<file path="config.mk">
export PLATFORM = sky130hd
export DESIGN_NAME = sorted_priority_queue
export DESIGN_NICKNAME = d
export VERILOG_FILES = /design/src/spq_pkg.sv /design/src/spq_mem.sv /design/src/spq_ctrl.sv /design/src/sorted_priority_queue.sv
export SDC_FILE = /design/constraint.sdc
export NUM_CORES = 1
export LEC_CHECK = 0
export ABC_AREA = 0
export ABC_CLOCK_PERIOD_IN_PS = 10700
export BUFFER_PORTS_ARGS = -buffer_cell sky130_fd_sc_hd__clkbuf_2
export CORE_MARGIN = 4
export CORE_UTILIZATION = 60
export DETAILED_ROUTE_END_ITERATION = 10
export PLACE_DENSITY = 0.77
export SYNTH_ARGS = -nofsm -noshare
export SYNTH_HDL_FRONTEND = slang
export SYNTH_SLANG_ARGS = --single-unit
</file>
<file path="constraint.sdc">
create_clock -name clk -period 10.7 [get_ports clk]
set_clock_uncertainty 0.15 [all_clocks]
set_input_delay 2.14 -clock clk [delete_from_list [all_inputs] [get_ports clk]]
set_output_delay 2.14 -clock clk [all_outputs]
set_load 0.01 [all_outputs]
</file>
<file path="src/spq_pkg.sv">
// Package for the sorted priority queue: operation codes, sequencer states
// and field widths. No dependencies.
package spq_pkg;

  localparam int DEPTH_DEF = 16;
  localparam int VALUE_W   = 32;
  localparam int POS_W     = 4;
  localparam int CNT_W     = 5;

  typedef enum logic [1:0] {
    OP_INSERT = 2'd0,
    OP_REMOVE = 2'd1,
    OP_FIND   = 2'd2,
    OP_NONE   = 2'd3
  } op_t;

  typedef enum logic [3:0] {
    ST_IDLE,
    ST_INS_RD,
    ST_INS_CMP,
    ST_INS_PUT,
    ST_FND_RD,
    ST_FND_CMP,
    ST_SHF_RD,
    ST_SHF_WR,
    ST_DONE
  } state_t;

endpackage

</file>
<file path="src/spq_mem.sv">
// Entry store of the sorted priority queue: one write port, one read port,
// read data registered. Depends on spq_pkg.
module spq_mem #(
  parameter int DEPTH = spq_pkg::DEPTH_DEF,
  parameter int AW    = $clog2(DEPTH)
) (
  input  logic                                clk,
  input  logic                                we,
  input  logic [AW-1:0]                       waddr,
  input  logic signed [spq_pkg::VALUE_W-1:0]  wdata,
  input  logic [AW-1:0]                       raddr,
  output logic signed [spq_pkg::VALUE_W-1:0]  rdata
);

  logic signed [spq_pkg::VALUE_W-1:0] mem [DEPTH];
  logic signed [spq_pkg::VALUE_W-1:0] rdata_r;

  always_ff @(posedge clk) begin
    if (we) begin
      mem[waddr] <= wdata;
    end
    rdata_r <= mem[raddr];
  end

  assign rdata = rdata_r;

endmodule

</file>
<file path="src/spq_ctrl.sv">
// Sequencer of the sorted priority queue: scans the entry store one entry at a
// time, shifting entries for insert and remove. Depends on spq_pkg.
module spq_ctrl #(
  parameter int DEPTH = spq_pkg::DEPTH_DEF,
  parameter int AW    = $clog2(DEPTH),
  parameter int FW    = $clog2(DEPTH + 1)
) (
  input  logic                                clk,
  input  logic                                rst_n,
  input  logic                                start,
  output logic                                busy,
  input  logic [1:0]                          in_op,
  input  logic signed [spq_pkg::VALUE_W-1:0]  in_value,
  output logic                                out_valid,
  output logic                                out_ok,
  output logic [spq_pkg::POS_W-1:0]           out_position,
  output logic [spq_pkg::CNT_W-1:0]           out_count,
  output logic                                out_head_valid,
  output logic signed [spq_pkg::VALUE_W-1:0]  out_head_value,
  output logic                                mem_we,
  output logic [AW-1:0]                       mem_waddr,
  output logic signed [spq_pkg::VALUE_W-1:0]  mem_wdata,
  output logic [AW-1:0]                       mem_raddr,
  input  logic signed [spq_pkg::VALUE_W-1:0]  mem_rdata
);

  spq_pkg::state_t                    state_r, state_nxt;
  spq_pkg::op_t                       op_r;
  logic signed [spq_pkg::VALUE_W-1:0] val_r;
  logic signed [spq_pkg::VALUE_W-1:0] head_r;
  logic [AW-1:0]                      idx_r;
  logic [AW-1:0]                      pos_r;
  logic [FW-1:0]                      fill_r;
  logic                               ok_r;

  logic          accept;
  logic          le_hit;
  logic          eq_hit;
  logic          last;
  logic [FW-1:0] idx_inc;
  logic [31:0]   fill_w;
  logic [31:0]   pos_w;

  assign accept  = start && !busy;
  assign le_hit  = mem_rdata <= val_r;
  assign eq_hit  = mem_rdata == val_r;
  assign idx_inc = FW'(idx_r) + FW'(1);
  assign last    = idx_inc == fill_r;

  // Next state.
  always_comb begin
    state_nxt = state_r;
    unique case (state_r)
      spq_pkg::ST_IDLE, spq_pkg::ST_DONE: begin
        if (!accept) begin
          state_nxt = spq_pkg::ST_IDLE;
        end else begin
          unique case (spq_pkg::op_t'(in_op))
            spq_pkg::OP_INSERT: begin
              if (fill_r == FW'(DEPTH)) begin
                state_nxt = spq_pkg::ST_DONE;
              end else if (fill_r == '0) begin
                state_nxt = spq_pkg::ST_INS_PUT;
              end else begin
                state_nxt = spq_pkg::ST_INS_RD;
              end
            end
            spq_pkg::OP_REMOVE, spq_pkg::OP_FIND: begin
              state_nxt = (fill_r == '0) ? spq_pkg::ST_DONE : spq_pkg::ST_FND_RD;
            end
            default: state_nxt = spq_pkg::ST_DONE;
          endcase
        end
      end
      spq_pkg::ST_INS_RD: state_nxt = spq_pkg::ST_INS_CMP;
      spq_pkg::ST_INS_CMP: begin
        if (le_hit && idx_r != '0) begin
          state_nxt = spq_pkg::ST_INS_RD;
        end else begin
          state_nxt = spq_pkg::ST_INS_PUT;
        end
      end
      spq_pkg::ST_INS_PUT: state_nxt = spq_pkg::ST_DONE;
      spq_pkg::ST_FND_RD:  state_nxt = spq_pkg::ST_FND_CMP;
      spq_pkg::ST_FND_CMP: begin
        if (eq_hit) begin
          state_nxt = (op_r == spq_pkg::OP_FIND || last) ? spq_pkg::ST_DONE
                                                         : spq_pkg::ST_SHF_RD;
        end else begin
          state_nxt = last ? spq_pkg::ST_DONE : spq_pkg::ST_FND_RD;
        end
      end
      spq_pkg::ST_SHF_RD: state_nxt = spq_pkg::ST_SHF_WR;
      spq_pkg::ST_SHF_WR: state_nxt = last ? spq_pkg::ST_DONE : spq_pkg::ST_SHF_RD;
      default:            state_nxt = spq_pkg::ST_IDLE;
    endcase
  end

  // Outputs and memory accesses.
  always_comb begin
    mem_we    = 1'b0;
    mem_waddr = '0;
    mem_wdata = '0;
    mem_raddr = idx_r;
    busy      = !(state_r == spq_pkg::ST_IDLE || state_r == spq_pkg::ST_DONE);
    out_valid = state_r == spq_pkg::ST_DONE;
    unique case (state_r)
      spq_pkg::ST_INS_CMP: begin
        // Entries not above the new value move one place towards the tail.
        if (le_hit) begin
          mem_we    = 1'b1;
          mem_waddr = idx_r + AW'(1);
          mem_wdata = mem_rdata;
        end
      end
      spq_pkg::ST_INS_PUT: begin
        mem_we    = 1'b1;
        mem_waddr = pos_r;
        mem_wdata = val_r;
      end
      spq_pkg::ST_SHF_WR: begin
        mem_we    = 1'b1;
        mem_waddr = idx_r - AW'(1);
        mem_wdata = mem_rdata;
      end
      default: ;
    endcase
  end

  always_ff @(posedge clk) begin
    if (!rst_n) begin
      state_r <= spq_pkg::ST_IDLE;
      fill_r  <= '0;
    end else begin
      state_r <= state_nxt;
      if (state_r == spq_pkg::ST_INS_PUT) begin
        fill_r <= fill_r + FW'(1);
      end else if ((state_r == spq_pkg::ST_FND_CMP && eq_hit && op_r == spq_pkg::OP_REMOVE
                    && last) || (state_r == spq_pkg::ST_SHF_WR && last)) begin
        fill_r <= fill_r - FW'(1);
      end
    end
  end

  always_ff @(posedge clk) begin
    unique case (state_r)
      spq_pkg::ST_IDLE, spq_pkg::ST_DONE: begin
        if (accept) begin
          op_r  <= spq_pkg::op_t'(in_op);
          val_r <= in_value;
          ok_r  <= 1'b0;
          pos_r <= '0;
          // Insert scans from the tail upwards, remove and find from the head.
          idx_r <= (spq_pkg::op_t'(in_op) == spq_pkg::OP_INSERT) ?
                   AW'(fill_r - FW'(1)) : '0;
        end
      end
      spq_pkg::ST_INS_CMP: begin
        if (le_hit) begin
          if (idx_r == '0) begin
            pos_r <= '0;
          end else begin
            idx_r <= idx_r - AW'(1);
          end
        end else begin
          pos_r <= idx_r + AW'(1);
        end
      end
      spq_pkg::ST_INS_PUT: begin
        ok_r <= 1'b1;
        if (pos_r == '0) begin
          head_r <= val_r;
        end
      end
      spq_pkg::ST_FND_CMP: begin
        if (eq_hit) begin
          ok_r  <= 1'b1;
          pos_r <= idx_r;
        end
        idx_r <= idx_r + AW'(1);
      end
      spq_pkg::ST_SHF_WR: begin
        if (idx_r == AW'(1)) begin
          head_r <= mem_rdata;
        end
        idx_r <= idx_r + AW'(1);
      end
      default: ;
    endcase
  end

  assign fill_w         = 32'(fill_r);
  assign pos_w          = 32'(pos_r);
  assign out_ok         = ok_r;
  assign out_position   = pos_w[spq_pkg::POS_W-1:0];
  assign out_count      = fill_w[spq_pkg::CNT_W-1:0];
  assign out_head_valid = fill_r != '0;
  assign out_head_value = (fill_r != '0) ? head_r : '0;

endmodule

</file>
<file path="src/sorted_priority_queue.sv">
// Top level of the sorted priority queue: sequencer and entry store.
// Depends on spq_pkg, spq_mem and spq_ctrl.
//
//   Channel  Ports                               Handshake
//   input    in_op, in_value                     start high, busy low
//   result   out_ok, out_position, out_count,    out_valid, one cycle
//            out_head_valid, out_head_value
//
// Insert walks from the tail to its place, remove walks from the head to the
// match and then to the tail, find walks from the head to the match.
// Each visit is a read then a compare or write, as the store's read data is
// registered. A rejected insert or an empty-queue search gives its result in
// the cycle after it is taken. Reset clears the count and the sequencer state
// only; the store needs no clearing. The result strobe is a single cycle and
// cannot be stalled; a new item may start in it.
module sorted_priority_queue #(
  parameter int DEPTH = spq_pkg::DEPTH_DEF
) (
  input  logic                                clk,
  input  logic                                rst_n,
  input  logic                                start,
  output logic                                busy,
  input  logic [1:0]                          in_op,
  input  logic signed [spq_pkg::VALUE_W-1:0]  in_value,
  output logic                                out_valid,
  output logic                                out_ok,
  output logic [spq_pkg::POS_W-1:0]           out_position,
  output logic [spq_pkg::CNT_W-1:0]           out_count,
  output logic                                out_head_valid,
  output logic signed [spq_pkg::VALUE_W-1:0]  out_head_value
);

  localparam int AW = $clog2(DEPTH);
  localparam int FW = $clog2(DEPTH + 1);

  logic                               mem_we;
  logic [AW-1:0]                      mem_waddr;
  logic signed [spq_pkg::VALUE_W-1:0] mem_wdata;
  logic [AW-1:0]                      mem_raddr;
  logic signed [spq_pkg::VALUE_W-1:0] mem_rdata;

  spq_ctrl #(
    .DEPTH (DEPTH),
    .AW    (AW),
    .FW    (FW)
  ) u_ctrl (
    .clk            (clk),
    .rst_n          (rst_n),
    .start          (start),
    .busy           (busy),
    .in_op          (in_op),
    .in_value       (in_value),
    .out_valid      (out_valid),
    .out_ok         (out_ok),
    .out_position   (out_position),
    .out_count      (out_count),
    .out_head_valid (out_head_valid),
    .out_head_value (out_head_value),
    .mem_we         (mem_we),
    .mem_waddr      (mem_waddr),
    .mem_wdata      (mem_wdata),
    .mem_raddr      (mem_raddr),
    .mem_rdata      (mem_rdata)
  );

  spq_mem #(
    .DEPTH (DEPTH),
    .AW    (AW)
  ) u_mem (
    .clk   (clk),
    .we    (mem_we),
    .waddr (mem_waddr),
    .wdata (mem_wdata),
    .raddr (mem_raddr),
    .rdata (mem_rdata)
  );

endmodule

</file>
==> results by group <==
Clock network
  • CTS hold repair buffers: 0
  • Clk_lat worst skew: 620 ps
  • H-tree depth: 2
  • Num CTS Buffers: 60
  • Clock-pin slew on the worst setup and hold paths: 60 ps
  • CTS-repair resized insts: 0
  • Clock tree buffer depth: 3
  • Clock root buffer: clkbuf_16
  • # clock sinks: ~630
  • Post-CTS Setup Bufs: 0
  • CTS tree: built

Logic synthesis
  • Adder-cell share of the synthesized area: under 10%
  • Multiplexer share of the synthesized area: 15.7%
  • Synth area leaders: edfxtp_1 (70%), mux4_2 (14%), dfxtp_1 (3.3%)
  • Cell with the most instances after synthesis: edfxtp_1
  • Compound-Gate Fraction of Synth Area: 3.46%
  • FFs w/ async S/R, synth: 0%
  • EDFF count, synth: slightly below 600
  • Largest family of logic cells by synthesized area: multiplexers
  • Syn_area_per_cell: 20.0 um^2
  • Yosys warns: 0
  • Instance count of the mapped netlist: roughly 1.3k
  • Simple-gate area share of the yosys netlist: 3.34%
  • Net Count, Synth: 1341
  • Seq/Total Area, Yosys: 73.1%
  • Synthesized cell area: 0.0252 mm^2
  • Ys flop type: edfxtp_1
  • #FFs+latches synth: between 600 and 700
  • Synth Area in XOR/XNOR: less than 1%
  • Share of Yosys cell area claimed by the top area cell type: around 70%
  • Synth area leader: edfxtp_1
  • Synth cell types: a little over 60
  • Top cells by count, synth: edfxtp_1 (587), mux4_2 (160), inv_1 (51)

Route
  • Final antenna-violating net count: 0
  • Total Wirelength: 55.5 mm
  • Via density per instance: 6.49
  • First drt pass iteration count: 6
  • WL per Instance: 28.4 um
  • Starting DRT DRC Count: 1538
  • Vias: 12.7k
  • DRC viols: 0

Placed design
  • HPWL after detailed placement: 31.4 mm
  • Port bufs: 81
  • Gpl congestion: 0.837

Setup path
  • CP dominant cell by count: buf_4
  • WP data arrival: 5180 ps
  • CP Capture Type: flip-flop
  • Worst path max stage delay: 900 ps
  • Worst path cell trace: buf_4, buf_4, ha_1, xor2_1, o311ai_1, a211o_1, nor2_4, buf_4
  • CP Max Fanout: a little under 70
  • CP max stage cell: buf_4
  • Startpoint Class: flip-flop
  • Setup CP Type: reg -> reg
  • WP data required: between 10000 and 15000 ps

GRT
  • Antenna violations before repair: 0
  • Vias in the first global route: 13.2k
  • Grt total ovfl: 0
  • GR Util All Layers: 25.3%
  • Largest net degree at the start of global routing: 70
  • First-pass GRT wire length: between 80 and 90 mm

Floorplan
  • FP Rows: 74
  • Die Wd: 213 um
  • I/O pin cnt: 82
  • Die H: 213 um
  • Core area: approximately 0.04 mm^2
  • Die area: roughly 0.045 mm^2
  • Starting Density: about three fifths

STA
  • Setup_tns: 0 ps
  • Fin crit share: 47.1%
  • Setup violators final: 0
  • Max frequency: 199 MHz
  • Max-slew violations: 0
  • Tightest Pin Transition: 1140 ps
  • Hold slack: 453 ps
  • Final hold violations: 0
  • Unrepaired setup endpoints after global routing: no
  • Slew Limit Headroom: 24.1%
  • Min cycle time layout: 5040 ps

Power and ir drop
  • Sw Pwr: approximately 0.0016 W
  • Combinational share of power: 17.3%
  • Max VDD drop: 0.150 mV
  • Reg power frac: 47.0%
  • Net Sw Frac: between 20% and 30%
  • Clk network pwr share: between 30% and 40%
  • Power Density: 218 mW/mm^2
  • Total power: ~0.0062 W
  • Leakage power: 9.40 nW
  • Internal: 0.00463 W

Outcome
  • Outcome: completed

Layout
  • Ant diodes: 0
  • FILL cells: 2483
  • Layout cell share with drive strength beyond 1: 29.9%
  • Area growth, synth to finish: 12.7%
  • Post-layout nets: between 1k and 1.5k

Min path
  • Hold WC Path Type: reg -> reg

Flow run
  • MaxCap Viol Count: 0
[flip-flops by register name, summed over array words and instances, names as in the netlist, 4 cells and up]
signal               count
u_mem.mem              512
u_ctrl.head_r           32
u_ctrl.val_r            32
u_mem.rdata             32
u_ctrl.out_count         5
u_ctrl.mem_raddr         4
u_ctrl.out_position      4
u_ctrl.state_r           4
[final cells by class]
class / instances / area [um^2] / share of cell area (%)
flip-flops and latches: 628 / 18400 / 64.9
inverters: 51 / 191 / 0.673
multi-input cells: 522 / 6460 / 22.7
clock inverters: 40 / 487 / 1.71
repair buffers: 104 / 578 / 2.03
well taps: 532 / 666 / 2.34
clock buffers: 74 / 1620 / 5.68
[power by group through the flow]
stage	logic [W]	registers, W	clock network, W
after CTS	0.00108	0.00291	0.00225
final	0.00107	0.00291	0.00222
after floorplan	0.000789	0.00293	0
after global placement	0.00105	0.00296	0
after global routing	0.00115	0.00292	0.00236
after detailed placement	0.00106	0.00296	0
[worst paths after layout]
| kind | from | to | slack (ps) | depth (start not counted) |
|---|---|---|---|---|
| min | u_mem.rdata[24] | u_ctrl.head_r[24] | 450 | 1 |
| min reg2reg | u_mem.rdata[24] | u_ctrl.head_r[24] | 450 | 1 |
| max reg2reg | u_ctrl.mem_raddr[1] | u_mem.mem[4][13] | 5660 | 8 |
| max | u_ctrl.mem_raddr[1] | u_mem.mem[4][13] | 5660 | 8 |
[per-layer routing]
metal  part of all wire (%)  track usage [%]
met5                      0                0
met2                     50             41.1
met4                    2.3             6.75
met1                     40             36.2
met3                    7.8             4.76
[cells by family (layout without fill, tap and decap cells)]
group           after synthesis  count (layout)
compound gates              115             115
xor+xnor                     15              15
fa+ha+maj                    40              40
buf+inv                     114             269
flops                       628             628
mux                         193             193
simple gates                159             159
[placed cells by master (no fill, tap or decap), types with 23 or more instances in the layout]
| master | count |
|---|---|
| ha_1 | 40 |
| mux4_2 | 160 |
| buf_4 | 23 |
| dfxtp_1 | 41 |
| inv_1 | 50 |
| nand2_1 | 32 |
| clkbuf_2 | 81 |
| clkbuf_16 | 61 |
| mux2_2 | 31 |
| a21oi_1 | 25 |
| and2_1 | 38 |
| edfxtp_1 | 587 |
| a22o_1 | 33 |
[critical path: cells and delay by family (launching register included)]
kind / cells / cell delay [ps]
fa+ha+maj: 1 / 470
simple gates: 1 / 560
compound gates: 2 / 740
flops: 1 / 320
xor+xnor: 1 / 300
buf+inv: 3 / 2010
[stage by stage]
| stage | setup WS [ps] | utilization (%) | std cells | cell area [um^2] |
|---|---|---|---|---|
| floorplan | 6230 | - | 1264 | 25200 |
| global placement | 5790 | 63.9 | 1837 | 26300 |
| detailed placement | 5750 | 63.9 | 1837 | 26300 |
| CTS | 5700 | 69.0 | 1951 | 28400 |
| global route | 5420 | 69.0 | 1951 | 28400 |
| finish | 5660 | 69.0 | 1951 | 28400 |
Note: power is estimated with default switching activity, not from simulation.
